[src/qll_pkg.sv]
// Types, codes, word tables and character helpers for the query lexer.
// Used by qll_step and query_language_lexer; depends on nothing.
package qll_pkg;

  localparam int unsigned NUM_WORDS = 13;
  localparam int unsigned MAX_RES   = 4;
  localparam int unsigned RES_CNT_W = 3;

  localparam logic [NUM_WORDS-1:0] ALL_WORDS = '1;

  // One-hot lexer mode.
  typedef enum logic [7:0] {
    MODE_IDLE   = 8'b0000_0001,
    MODE_IDENT  = 8'b0000_0010,
    MODE_NUMBER = 8'b0000_0100,
    MODE_VAR    = 8'b0000_1000,
    MODE_DIR    = 8'b0001_0000,
    MODE_STRING = 8'b0010_0000,
    MODE_ESCAPE = 8'b0100_0000,
    MODE_ERROR  = 8'b1000_0000
  } mode_e;

  // Result kinds.
  localparam logic [1:0] KIND_VALUE = 2'd0;
  localparam logic [1:0] KIND_END   = 2'd1;
  localparam logic [1:0] KIND_ERROR = 2'd2;

  // Token types.
  localparam logic [3:0] TYPE_BRACE_OPEN  = 4'd0;
  localparam logic [3:0] TYPE_BRACE_CLOSE = 4'd1;
  localparam logic [3:0] TYPE_PAREN_OPEN  = 4'd2;
  localparam logic [3:0] TYPE_PAREN_CLOSE = 4'd3;
  localparam logic [3:0] TYPE_COLON       = 4'd4;
  localparam logic [3:0] TYPE_COMMA       = 4'd5;
  localparam logic [3:0] TYPE_BANG        = 4'd6;
  localparam logic [3:0] TYPE_VAR         = 4'd7;
  localparam logic [3:0] TYPE_DIR         = 4'd8;
  localparam logic [3:0] TYPE_STRING      = 4'd9;
  localparam logic [3:0] TYPE_KEYWORD     = 4'd10;
  localparam logic [3:0] TYPE_OUTTYPE     = 4'd11;
  localparam logic [3:0] TYPE_IDENT       = 4'd12;
  localparam logic [3:0] TYPE_NUMBER      = 4'd13;
  localparam logic [3:0] TYPE_END         = 4'd14;

  // Error codes.
  localparam logic [2:0] ERR_NONE        = 3'd0;
  localparam logic [2:0] ERR_UNKNOWN     = 3'd1;
  localparam logic [2:0] ERR_OPEN_ESCAPE = 3'd2;
  localparam logic [2:0] ERR_BAD_ESCAPE  = 3'd3;
  localparam logic [2:0] ERR_OPEN_STRING = 3'd4;

  // Index of the first output type among the fixed words.
  localparam logic [3:0] FIRST_OUTTYPE = 4'd8;

  // Characters with a meaning of their own.
  localparam logic [7:0] CH_BRACE_OPEN  = 8'h7B;
  localparam logic [7:0] CH_BRACE_CLOSE = 8'h7D;
  localparam logic [7:0] CH_PAREN_OPEN  = 8'h28;
  localparam logic [7:0] CH_PAREN_CLOSE = 8'h29;
  localparam logic [7:0] CH_COLON       = 8'h3A;
  localparam logic [7:0] CH_COMMA       = 8'h2C;
  localparam logic [7:0] CH_BANG        = 8'h21;
  localparam logic [7:0] CH_DOLLAR      = 8'h24;
  localparam logic [7:0] CH_AT          = 8'h40;
  localparam logic [7:0] CH_QUOTE       = 8'h22;
  localparam logic [7:0] CH_BACKSLASH   = 8'h5C;
  localparam logic [7:0] CH_MINUS       = 8'h2D;
  localparam logic [7:0] CH_UNDERSCORE  = 8'h5F;
  localparam logic [7:0] CH_SPACE       = 8'h20;

  // Fixed words, right-aligned: the first character sits in the highest used byte.
  localparam logic [127:0] WORD_TEXT [NUM_WORDS] = '{
    128'("query"), 128'("mutation"), 128'("subscription"), 128'("fragment"),
    128'("on"), 128'("true"), 128'("false"), 128'("null"),
    128'("String"), 128'("Int"), 128'("Float"), 128'("Boolean"), 128'("ID")
  };
  localparam logic [3:0] WORD_LEN [NUM_WORDS] = '{
    4'd5, 4'd8, 4'd12, 4'd8, 4'd2, 4'd4, 4'd5, 4'd4, 4'd6, 4'd3, 4'd5, 4'd7, 4'd2
  };

  typedef struct packed {
    logic [1:0] kind;
    logic [3:0] ttype;
    logic [7:0] value;
    logic [3:0] windex;
    logic [2:0] err;
    logic       done;
  } res_t;

  typedef struct packed {
    mode_e                mode;
    logic [NUM_WORDS-1:0] mask;
    logic [3:0]           len;
  } lex_state_t;

  localparam lex_state_t STATE_RESET = '{mode: MODE_IDLE, mask: ALL_WORDS, len: 4'd0};

  function automatic logic is_letter(logic [7:0] c);
    return (c >= 8'h61 && c <= 8'h7A) || (c >= 8'h41 && c <= 8'h5A);
  endfunction

  function automatic logic is_digit(logic [7:0] c);
    return c >= 8'h30 && c <= 8'h39;
  endfunction

  function automatic logic is_word(logic [7:0] c);
    return is_letter(c) || is_digit(c) || c == CH_UNDERSCORE;
  endfunction

  function automatic logic is_space(logic [7:0] c);
    return c == CH_SPACE || (c >= 8'h09 && c <= 8'h0D);
  endfunction

  function automatic res_t make_res(logic [1:0] kind, logic [3:0] ttype, logic [7:0] value,
                                    logic [3:0] windex, logic [2:0] err, logic done);
    res_t r;
    r.kind   = kind;
    r.ttype  = ttype;
    r.value  = value;
    r.windex = windex;
    r.err    = err;
    r.done   = done;
    return r;
  endfunction

  // Keep word w only while the name so far is still a prefix of it.
  function automatic logic [NUM_WORDS-1:0] word_advance(logic [NUM_WORDS-1:0] mask,
                                                        logic [3:0] len, logic [7:0] c);
    logic [NUM_WORDS-1:0] m;
    logic [3:0]           pos;
    m = mask;
    for (int w = 0; w < NUM_WORDS; w++) begin
      pos = WORD_LEN[w] - 4'd1 - len;
      if (!(len < WORD_LEN[w] && WORD_TEXT[w][{pos, 3'b000} +: 8] == c)) begin
        m[w] = 1'b0;
      end
    end
    return m;
  endfunction

  function automatic logic [3:0] len_step(logic [3:0] len);
    return (len == 4'hF) ? len : len + 4'd1;
  endfunction

  function automatic logic is_open_word(mode_e m);
    return m == MODE_IDENT || m == MODE_NUMBER || m == MODE_VAR || m == MODE_DIR;
  endfunction

  // Token end for an open identifier, number, variable or directive.
  function automatic res_t close_token(lex_state_t s);
    res_t r;
    r = make_res(KIND_END, TYPE_IDENT, 8'h00, 4'd0, ERR_NONE, 1'b0);
    case (s.mode)
      MODE_IDENT: begin
        // Walk from the top so the lowest matching word wins.
        for (int w = NUM_WORDS - 1; w >= 0; w--) begin
          if (s.mask[w] && WORD_LEN[w] == s.len) begin
            r.windex = 4'(w);
            r.ttype  = (4'(w) < FIRST_OUTTYPE) ? TYPE_KEYWORD : TYPE_OUTTYPE;
          end
        end
      end
      MODE_NUMBER: r.ttype = TYPE_NUMBER;
      MODE_VAR:    r.ttype = TYPE_VAR;
      MODE_DIR:    r.ttype = TYPE_DIR;
      default:     r.ttype = TYPE_IDENT;
    endcase
    return r;
  endfunction

endpackage

[src/qll_step.sv]
// Combinational lexing of one character: next lexer state and up to four results.
// Depends on qll_pkg.
module qll_step
  import qll_pkg::*;
(
  input  lex_state_t                 state_i,
  input  logic [7:0]                 char_i,
  input  logic                       last_i,
  output lex_state_t                 state_o,
  output res_t [MAX_RES-1:0]         res_o,
  output logic [RES_CNT_W-1:0]       count_o
);

  always_comb begin
    lex_state_t          st;
    res_t [MAX_RES-1:0]  res;
    logic [RES_CNT_W-1:0] n;
    logic                do_close;
    logic                do_idle;

    st       = state_i;
    res      = '0;
    n        = '0;
    do_close = 1'b0;
    do_idle  = 1'b0;

    case (state_i.mode)
      MODE_IDLE: do_idle = 1'b1;
      MODE_IDENT: begin
        if (is_word(char_i)) begin
          st.mask = word_advance(state_i.mask, state_i.len, char_i);
          st.len  = len_step(state_i.len);
          res[n[1:0]] = make_res(KIND_VALUE, TYPE_IDENT, char_i, 4'd0, ERR_NONE, 1'b0);
          n = n + RES_CNT_W'(1);
        end else begin
          do_close = 1'b1;
          do_idle  = 1'b1;
        end
      end
      MODE_NUMBER: begin
        if (is_digit(char_i)) begin
          res[n[1:0]] = make_res(KIND_VALUE, TYPE_NUMBER, char_i, 4'd0, ERR_NONE, 1'b0);
          n = n + RES_CNT_W'(1);
        end else begin
          do_close = 1'b1;
          do_idle  = 1'b1;
        end
      end
      MODE_VAR, MODE_DIR: begin
        if (is_word(char_i)) begin
          res[n[1:0]] = make_res(KIND_VALUE,
                                 (state_i.mode == MODE_VAR) ? TYPE_VAR : TYPE_DIR,
                                 char_i, 4'd0, ERR_NONE, 1'b0);
          n = n + RES_CNT_W'(1);
        end else begin
          do_close = 1'b1;
          do_idle  = 1'b1;
        end
      end
      MODE_STRING: begin
        if (char_i == CH_BACKSLASH) begin
          st.mode = MODE_ESCAPE;
        end else if (char_i == CH_QUOTE) begin
          st.mode = MODE_IDLE;
          res[n[1:0]] = make_res(KIND_END, TYPE_STRING, 8'h00, 4'd0, ERR_NONE, 1'b0);
          n = n + RES_CNT_W'(1);
        end else begin
          res[n[1:0]] = make_res(KIND_VALUE, TYPE_STRING, char_i, 4'd0, ERR_NONE, 1'b0);
          n = n + RES_CNT_W'(1);
        end
      end
      MODE_ESCAPE: begin
        st.mode = MODE_STRING;
        case (char_i)
          8'h6E: res[n[1:0]] = make_res(KIND_VALUE, TYPE_STRING, 8'h0A, 4'd0,
                                        ERR_NONE, 1'b0);
          8'h74: res[n[1:0]] = make_res(KIND_VALUE, TYPE_STRING, 8'h09, 4'd0,
                                        ERR_NONE, 1'b0);
          CH_BACKSLASH: res[n[1:0]] = make_res(KIND_VALUE, TYPE_STRING, CH_BACKSLASH, 4'd0,
                                               ERR_NONE, 1'b0);
          CH_QUOTE: res[n[1:0]] = make_res(KIND_VALUE, TYPE_STRING, CH_QUOTE, 4'd0,
                                           ERR_NONE, 1'b0);
          8'h72: res[n[1:0]] = make_res(KIND_VALUE, TYPE_STRING, 8'h0D, 4'd0,
                                        ERR_NONE, 1'b0);
          8'h62: res[n[1:0]] = make_res(KIND_VALUE, TYPE_STRING, 8'h08, 4'd0,
                                        ERR_NONE, 1'b0);
          8'h66: res[n[1:0]] = make_res(KIND_VALUE, TYPE_STRING, 8'h0C, 4'd0,
                                        ERR_NONE, 1'b0);
          default: begin
            st.mode = MODE_ERROR;
            res[n[1:0]] = make_res(KIND_ERROR, TYPE_BRACE_OPEN, char_i, 4'd0,
                                   ERR_BAD_ESCAPE, 1'b0);
          end
        endcase
        n = n + RES_CNT_W'(1);
      end
      default: ;
    endcase

    // A byte that ends a word token first closes it, then is lexed from idle.
    if (do_close) begin
      res[n[1:0]] = close_token(state_i);
      n = n + RES_CNT_W'(1);
      st.mode = MODE_IDLE;
    end

    if (do_idle) begin
      case (char_i)
        CH_BRACE_OPEN, CH_BRACE_CLOSE, CH_PAREN_OPEN, CH_PAREN_CLOSE,
        CH_COLON, CH_COMMA, CH_BANG: begin
          res[n[1:0]] = make_res(KIND_END, TYPE_BRACE_OPEN, char_i, 4'd0, ERR_NONE, 1'b0);
          case (char_i)
            CH_BRACE_CLOSE: res[n[1:0]].ttype = TYPE_BRACE_CLOSE;
            CH_PAREN_OPEN:  res[n[1:0]].ttype = TYPE_PAREN_OPEN;
            CH_PAREN_CLOSE: res[n[1:0]].ttype = TYPE_PAREN_CLOSE;
            CH_COLON:       res[n[1:0]].ttype = TYPE_COLON;
            CH_COMMA:       res[n[1:0]].ttype = TYPE_COMMA;
            CH_BANG:        res[n[1:0]].ttype = TYPE_BANG;
            default:        res[n[1:0]].ttype = TYPE_BRACE_OPEN;
          endcase
          n = n + RES_CNT_W'(1);
        end
        CH_DOLLAR: st.mode = MODE_VAR;
        CH_AT:     st.mode = MODE_DIR;
        CH_QUOTE:  st.mode = MODE_STRING;
        default: begin
          if (is_space(char_i)) begin
            st.mode = MODE_IDLE;
          end else if (is_letter(char_i)) begin
            st.mode = MODE_IDENT;
            st.mask = word_advance(ALL_WORDS, 4'd0, char_i);
            st.len  = 4'd1;
            res[n[1:0]] = make_res(KIND_VALUE, TYPE_IDENT, char_i, 4'd0, ERR_NONE, 1'b0);
            n = n + RES_CNT_W'(1);
          end else if (is_digit(char_i) || char_i == CH_MINUS) begin
            st.mode = MODE_NUMBER;
            res[n[1:0]] = make_res(KIND_VALUE, TYPE_NUMBER, char_i, 4'd0, ERR_NONE, 1'b0);
            n = n + RES_CNT_W'(1);
          end else begin
            st.mode = MODE_ERROR;
            res[n[1:0]] = make_res(KIND_ERROR, TYPE_BRACE_OPEN, char_i, 4'd0,
                                   ERR_UNKNOWN, 1'b0);
            n = n + RES_CNT_W'(1);
          end
        end
      endcase
    end

    // End of text: flush an open word or flag open string/escape, then end token.
    if (last_i) begin
      if (st.mode == MODE_STRING) begin
        res[n[1:0]] = make_res(KIND_ERROR, TYPE_BRACE_OPEN, 8'h00, 4'd0,
                               ERR_OPEN_STRING, 1'b0);
        n = n + RES_CNT_W'(1);
      end else if (st.mode == MODE_ESCAPE) begin
        res[n[1:0]] = make_res(KIND_ERROR, TYPE_BRACE_OPEN, 8'h00, 4'd0,
                               ERR_OPEN_ESCAPE, 1'b0);
        n = n + RES_CNT_W'(1);
      end else if (is_open_word(st.mode)) begin
        res[n[1:0]] = close_token(st);
        n = n + RES_CNT_W'(1);
      end
      res[n[1:0]] = make_res(KIND_END, TYPE_END, 8'h00, 4'd0, ERR_NONE, 1'b1);
      n = n + RES_CNT_W'(1);
      st = STATE_RESET;
    end

    state_o = st;
    res_o   = res;
    count_o = n;
  end

endmodule

[src/query_language_lexer.sv]
// Top level of the query lexer: input handshake, lexer state, result batch
// and output register. Depends on qll_pkg and qll_step.
//
//   Channel  | Direction | tdata                 | tuser       | tlast
//   ---------+-----------+-----------------------+-------------+------------
//   s_axis   | in        | char_byte             | -           | end_of_text
//   m_axis   | out       | type/value/index/err  | result_kind | stream_done
//
// Each accepted character is lexed in the cycle it is accepted; its zero to
// four results land together in a four-entry batch register. The output port
// sets the rate: unless m_axis stalls, the batch drains one result per cycle
// into the output register and an item with one result or none flows at one
// item per cycle; an item with more results delays the next. Reset returns
// the lexer to idle with an empty batch and no valid output. A stall on m_axis
// holds the output item and backs up into s_axis once the batch cannot drain.
module query_language_lexer
  import qll_pkg::*;
(
  input  logic        clk_i,
  input  logic        rst_ni,
  input  logic        s_axis_tvalid,
  output logic        s_axis_tready,
  input  logic [7:0]  s_axis_tdata,   // [7:0] char_byte
  input  logic        s_axis_tlast,   // end_of_text
  output logic        m_axis_tvalid,
  input  logic        m_axis_tready,
  output logic [23:0] m_axis_tdata,   // [3:0] token_type, [11:4] value_byte,
                                      // [15:12] word_index, [18:16] error_code,
                                      // [23:19] zero
  output logic [1:0]  m_axis_tuser,   // [1:0] result_kind
  output logic        m_axis_tlast    // stream_done
);

  // Lexer state, updated once per accepted item.
  lex_state_t st_q, st_d;

  // Results of the last accepted item that still wait for the output register.
  res_t [MAX_RES-1:0]      bat_q;
  res_t [MAX_RES-1:0]      step_res;
  logic [RES_CNT_W-1:0]    bat_cnt_q, bat_cnt_d;
  logic [RES_CNT_W-1:0]    step_cnt;
  logic [1:0]              bat_head_q, bat_head_d;

  // Output register.
  res_t out_q;
  logic out_vld_q, out_vld_d;

  logic in_fire;
  logic load_out;

  qll_step u_step (
    .state_i (st_q),
    .char_i  (s_axis_tdata),
    .last_i  (s_axis_tlast),
    .state_o (st_d),
    .res_o   (step_res),
    .count_o (step_cnt)
  );

  // The output register takes the head of the batch whenever it is empty or
  // its item is being taken downstream.
  assign load_out = (bat_cnt_q != '0) && (!out_vld_q || m_axis_tready);

  // A new item may enter once the batch is empty or about to become empty.
  assign s_axis_tready = (bat_cnt_q == '0) ||
                         (bat_cnt_q == RES_CNT_W'(1) && load_out);
  assign in_fire = s_axis_tvalid && s_axis_tready;

  always_comb begin
    bat_cnt_d  = bat_cnt_q;
    bat_head_d = bat_head_q;
    if (in_fire) begin
      bat_cnt_d  = step_cnt;
      bat_head_d = 2'd0;
    end else if (load_out) begin
      bat_cnt_d  = bat_cnt_q - RES_CNT_W'(1);
      bat_head_d = bat_head_q + 2'd1;
    end
  end

  always_comb begin
    out_vld_d = out_vld_q;
    if (load_out) begin
      out_vld_d = 1'b1;
    end else if (m_axis_tready) begin
      out_vld_d = 1'b0;
    end
  end

  always_ff @(posedge clk_i or negedge rst_ni) begin
    if (!rst_ni) begin
      st_q       <= STATE_RESET;
      bat_cnt_q  <= '0;
      bat_head_q <= 2'd0;
      out_vld_q  <= 1'b0;
    end else begin
      if (in_fire) begin
        st_q <= st_d;
      end
      bat_cnt_q  <= bat_cnt_d;
      bat_head_q <= bat_head_d;
      out_vld_q  <= out_vld_d;
    end
  end

  // Payload registers carry no reset.
  always_ff @(posedge clk_i) begin
    if (in_fire) begin
      bat_q <= step_res;
    end
    if (load_out) begin
      out_q <= bat_q[bat_head_q];
    end
  end

  assign m_axis_tvalid = out_vld_q;
  assign m_axis_tdata  = {5'b0, out_q.err, out_q.windex, out_q.value, out_q.ttype};
  assign m_axis_tuser  = out_q.kind;
  assign m_axis_tlast  = out_q.done;

endmodule

[config.mk]
export PLATFORM = sky130hd
export DESIGN_NAME = query_language_lexer
export DESIGN_NICKNAME = d
export VERILOG_FILES = /design/src/qll_pkg.sv /design/src/qll_step.sv /design/src/query_language_lexer.sv
export SDC_FILE = /design/constraint.sdc
export NUM_CORES = 1
export LEC_CHECK = 0
export BUFFER_PORTS_ARGS = -buffer_cell sky130_fd_sc_hd__buf_4
export CAP_MARGIN = 10
export CORE_UTILIZATION = 40
export CTS_BUF_LIST = sky130_fd_sc_hd__clkbuf_2 sky130_fd_sc_hd__clkbuf_4 sky130_fd_sc_hd__clkbuf_8
export DETAILED_ROUTE_END_ITERATION = 7
export RECOVER_POWER = 50
export SYNTH_ARGS = -nofsm -noshare
export SYNTH_HDL_FRONTEND = slang
export SYNTH_HIERARCHICAL = 1
export SYNTH_SLANG_ARGS = --single-unit
[constraint.sdc]
create_clock -name clk_i -period 5.5 [get_ports clk_i]
set_clock_uncertainty 0.2 [all_clocks]
set_input_delay 1.1 -clock clk_i [delete_from_list [all_inputs] [get_ports clk_i]]
set_output_delay 1.1 -clock clk_i [all_outputs]
set_load 0.01 [all_outputs]
==> run summary <==
CP peak stage delay: 0.62 ns
Critical Path RT: 5.62 ns
Mean post-synth cell area: 9.232 sq um
Tcrit/Tclk final: 0.9430
HPWL Detailed: 27330 um
Area of the core: 0.02801 sq mm
Largest net degree at the start of global routing: 116
Worst VDD drop: 237.1 uV
Overflow after GRT: 0
Mux share of post-synthesis cell area: 0.09039
Critical Path AT: 5.31 ns
Final Hold Vio Count: 0
Drt first pass iters: 5
Slowest CP cell: or4b_1
Failing checks: max-capacitance violations, max-slew violations
Max-slew violations: 148
Min-Delay Startpoint: bat_head_q[0]$_DFFE_PN0P_
Asr flop ratio synth: 0.2199
Max clock buf depth: 2
H-tree levels: 4
Total Routing Usage GR: 0.2619
Area grow syn2layout: 14.06%
Worst min path class: flip-flop to flip-flop
Crit path buffers/inverters: 0
Final Critical Period: 5.187 ns
# setup viols final: 0
Commonest cells after routing, fill and taps aside: nor2_1 (143), buf_4 (135), edfxtp_1 (110)
Hold depth: 2
Drt drc: 0
Fraction of layout cells with a size suffix above 1: 0.2065
Most common cell after layout, fill and taps aside: nor2_1
DIE AREA: 0.02937 sq mm
Power per cell area: 455.0 mW/mm^2
Adder-Cell Fraction of Synth Area: 0.04143
Top delay family on crit path: simple AND/OR/NAND/NOR gates
Overall routed net length: 37110 um
# clock sinks: 141
Post-Syn Instances: 1243
Global-route wire length before repair: 58860 um
Compound-gate portion of the synthesized area: 0.1843
# Max-Cap Violations: 2
Post-synthesis simple-gate area fraction: 0.2459
CTS buffer count: 17
WHS: 0.3830 ns
Clock input transition at the sequential cells of the worst setup and hold paths: 0.09 ns
Worst hold endpoint: bat_head_q[0]$_DFFE_PN0P_
Total power draw: 5.954 mW
Top Ports: 42
Most Frequent Cell on Critical Path: a211o_1
Post-CTS sizing: 0
CTS tree: built
Status: finished, violations left
Place WS: -0.04972 ns
Detail Route Antenna Nets: 0
Root Driver: clkbuf_8
Critical R2R Capture: bat_q[82]$_DFFE_PP_
Fmax achieved: 192.8 MHz
Vias per inst: 6.062
Diode count: 0
Post-CTS Setup Inserts: 0
Sequential area share after synthesis: 0.3570
Initial DRC count: 1026
R2R cell count: 14
Post-synth EDFFs: 110
RR Startpoint: st_q[20]$_DFFE_PN0P_
Largest family of logic cells by synthesized area: simple AND/OR/NAND/NOR gates
Worst-path cell chain: nor3_1 -> nand4b_1 -> nand2b_1 -> a211o_1 -> a211o_1 -> or4b_1 -> nand2_8 -> a21oi_2 -> mux2_2 -> ha_1 -> or2_2 -> or3_1 -> nor4_2 -> a211o_1
Placed Cells: 1702
RSZ-0062 raised after global routing: no
Synthesized area: 0.01147 sq mm
Num rows: 61
Max FO, Critical Path: 8
WL per Instance: 21.40 um
R2R Setup Slk: 0.31 ns
P_leak: 4.906 nW
XOR/XNOR Fraction of Synth Area: 0.03206
Initial Utilization: 0.4097
Fin worst setup slack: 0.3134 ns
Layout Cells excl Fill: 1734
Post-CTS Hold Buffers: 0
Synth warn: 6
Final #Nets: 1394
Clock Latency Late Sink: 0.47 ns
Via Count: 10510
Initial antenna violation count: 0
Relative slew slack: -0.6987
Vias in the first global route: 10140
Die Span X: 171.4 um
Worst slew pin tran: 2.548 ns
Setup crit end kind: flip-flop
Port bufs: 36
GPL Wtd Cong: 0.9898
Ys flop type: edfxtp_1
Register bit total from synthesis: 141
Netlist cell types: 111
Die H: 171.4 um
Crit path kind: flip-flop to flip-flop
Crit path launch type: flip-flop
## worst max path at each step
stage,start,end,cells past startpoint
after global placement,s_axis_tdata[1],bat_q[82]$_DFFE_PP_,15
after floorplan,s_axis_tdata[3],bat_cnt_q[2]$_DFFE_PN0P_,22
after global routing,s_axis_tdata[1],bat_q[82]$_DFFE_PP_,17
after CTS,st_q[20]$_DFFE_PN0P_,bat_q[82]$_DFFE_PP_,14
final,st_q[20]$_DFFE_PN0P_,bat_q[82]$_DFFE_PP_,14
after detailed placement,s_axis_tdata[1],bat_q[82]$_DFFE_PP_,15
## cell families (layout without fill, tap and decap cells)
kind of cell / Yosys count / after routing
buffers and inverters: 122 / 231
and+or+nand+nor: 536 / 536
adders and majority gates: 38 / 38
DFF: 141 / 141
AOI/OAI and AO/OA: 297 / 297
muxes: 66 / 66
xor gates and xnor gates: 42 / 42
other: 1 / 5
## state kept, by name, summed over array words and instances, names as in the netlist
signal,flops
bat_head_q,2
bat_q,88
m_axis_tvalid,1
st_q,25
m_axis_tdata,19
m_axis_tlast,1
m_axis_tuser,2
bat_cnt_q,3
## layout make-up
cell class                      instances  area, sq um
Fill cell                            2708        14920
Multi-Input combinational cell        984         6829
Sequential cell                       141         4096
Timing Repair Buffer                  163         1171
Tap cell                              378        473.0
Clock buffer                           17        234.0
Clock inverter                         15        145.1
Inverter                               36        138.9
## worst reg2reg max path: cells and delay by family (launching register included)
family	cells	cell delay (ns)
fa+ha+maj	1	0.25
mux	1	0.32
simple gates	8	2.92
compound gates	4	0.87
flops	1	0.50
## cells in the mapped netlist, types with 14 or more instances
master,instances,area (sq um)
o22ai_1,17,106.4
o211ai_1,15,112.6
edfxtp_1,110,3303
inv_1,31,116.4
nor2b_1,17,106.4
mux4_2,22,495.5
nand3_1,44,220.2
o21ai_0,49,245.2
mux2i_1,14,140.1
nand4_1,17,106.4
a21oi_1,62,310.3
nor4_1,16,100.1
and2_1,22,137.6
buf_2,15,75.07
nand2b_1,26,162.7
dfrtp_1,17,425.4
and3_1,20,125.1
ha_1,38,475.5
clkbuf_1,49,183.9
nor2_1,143,536.8
xnor2_1,30,262.8
nand2_1,109,409.1
mux2_4,17,255.2
dfstp_2,14,367.9
nor3_1,34,170.2
## layer usage
layer,track usage,routed length [um],up-vias
met4,0.1009,1250,0
met2,0.4238,17020,432
met5,0,0,-
met3,0.03889,2358,74
li1,-,-,4867
met1,0.3517,16480,5139
## report_power, final
part	switching, mW	internal (mW)	total [mW]
logic	1.88	1.34	3.22
registers	0.179	1.71	1.89
clock network	0.508	0.337	0.845
total	2.57	3.39	5.95
## metrics by stage
stage / util / instance area [sq um] / TNS, ns
after floorplan: - / 11500 / 0
after global placement: 0.4575 / 12810 / 0
after detailed placement: 0.4575 / 12810 / -0.04972
after CTS: 0.4710 / 13190 / 0
after global routing: 0.4672 / 13090 / 0
final: 0.4672 / 13090 / 0
Note: power is estimated with default switching activity, not from simulation.
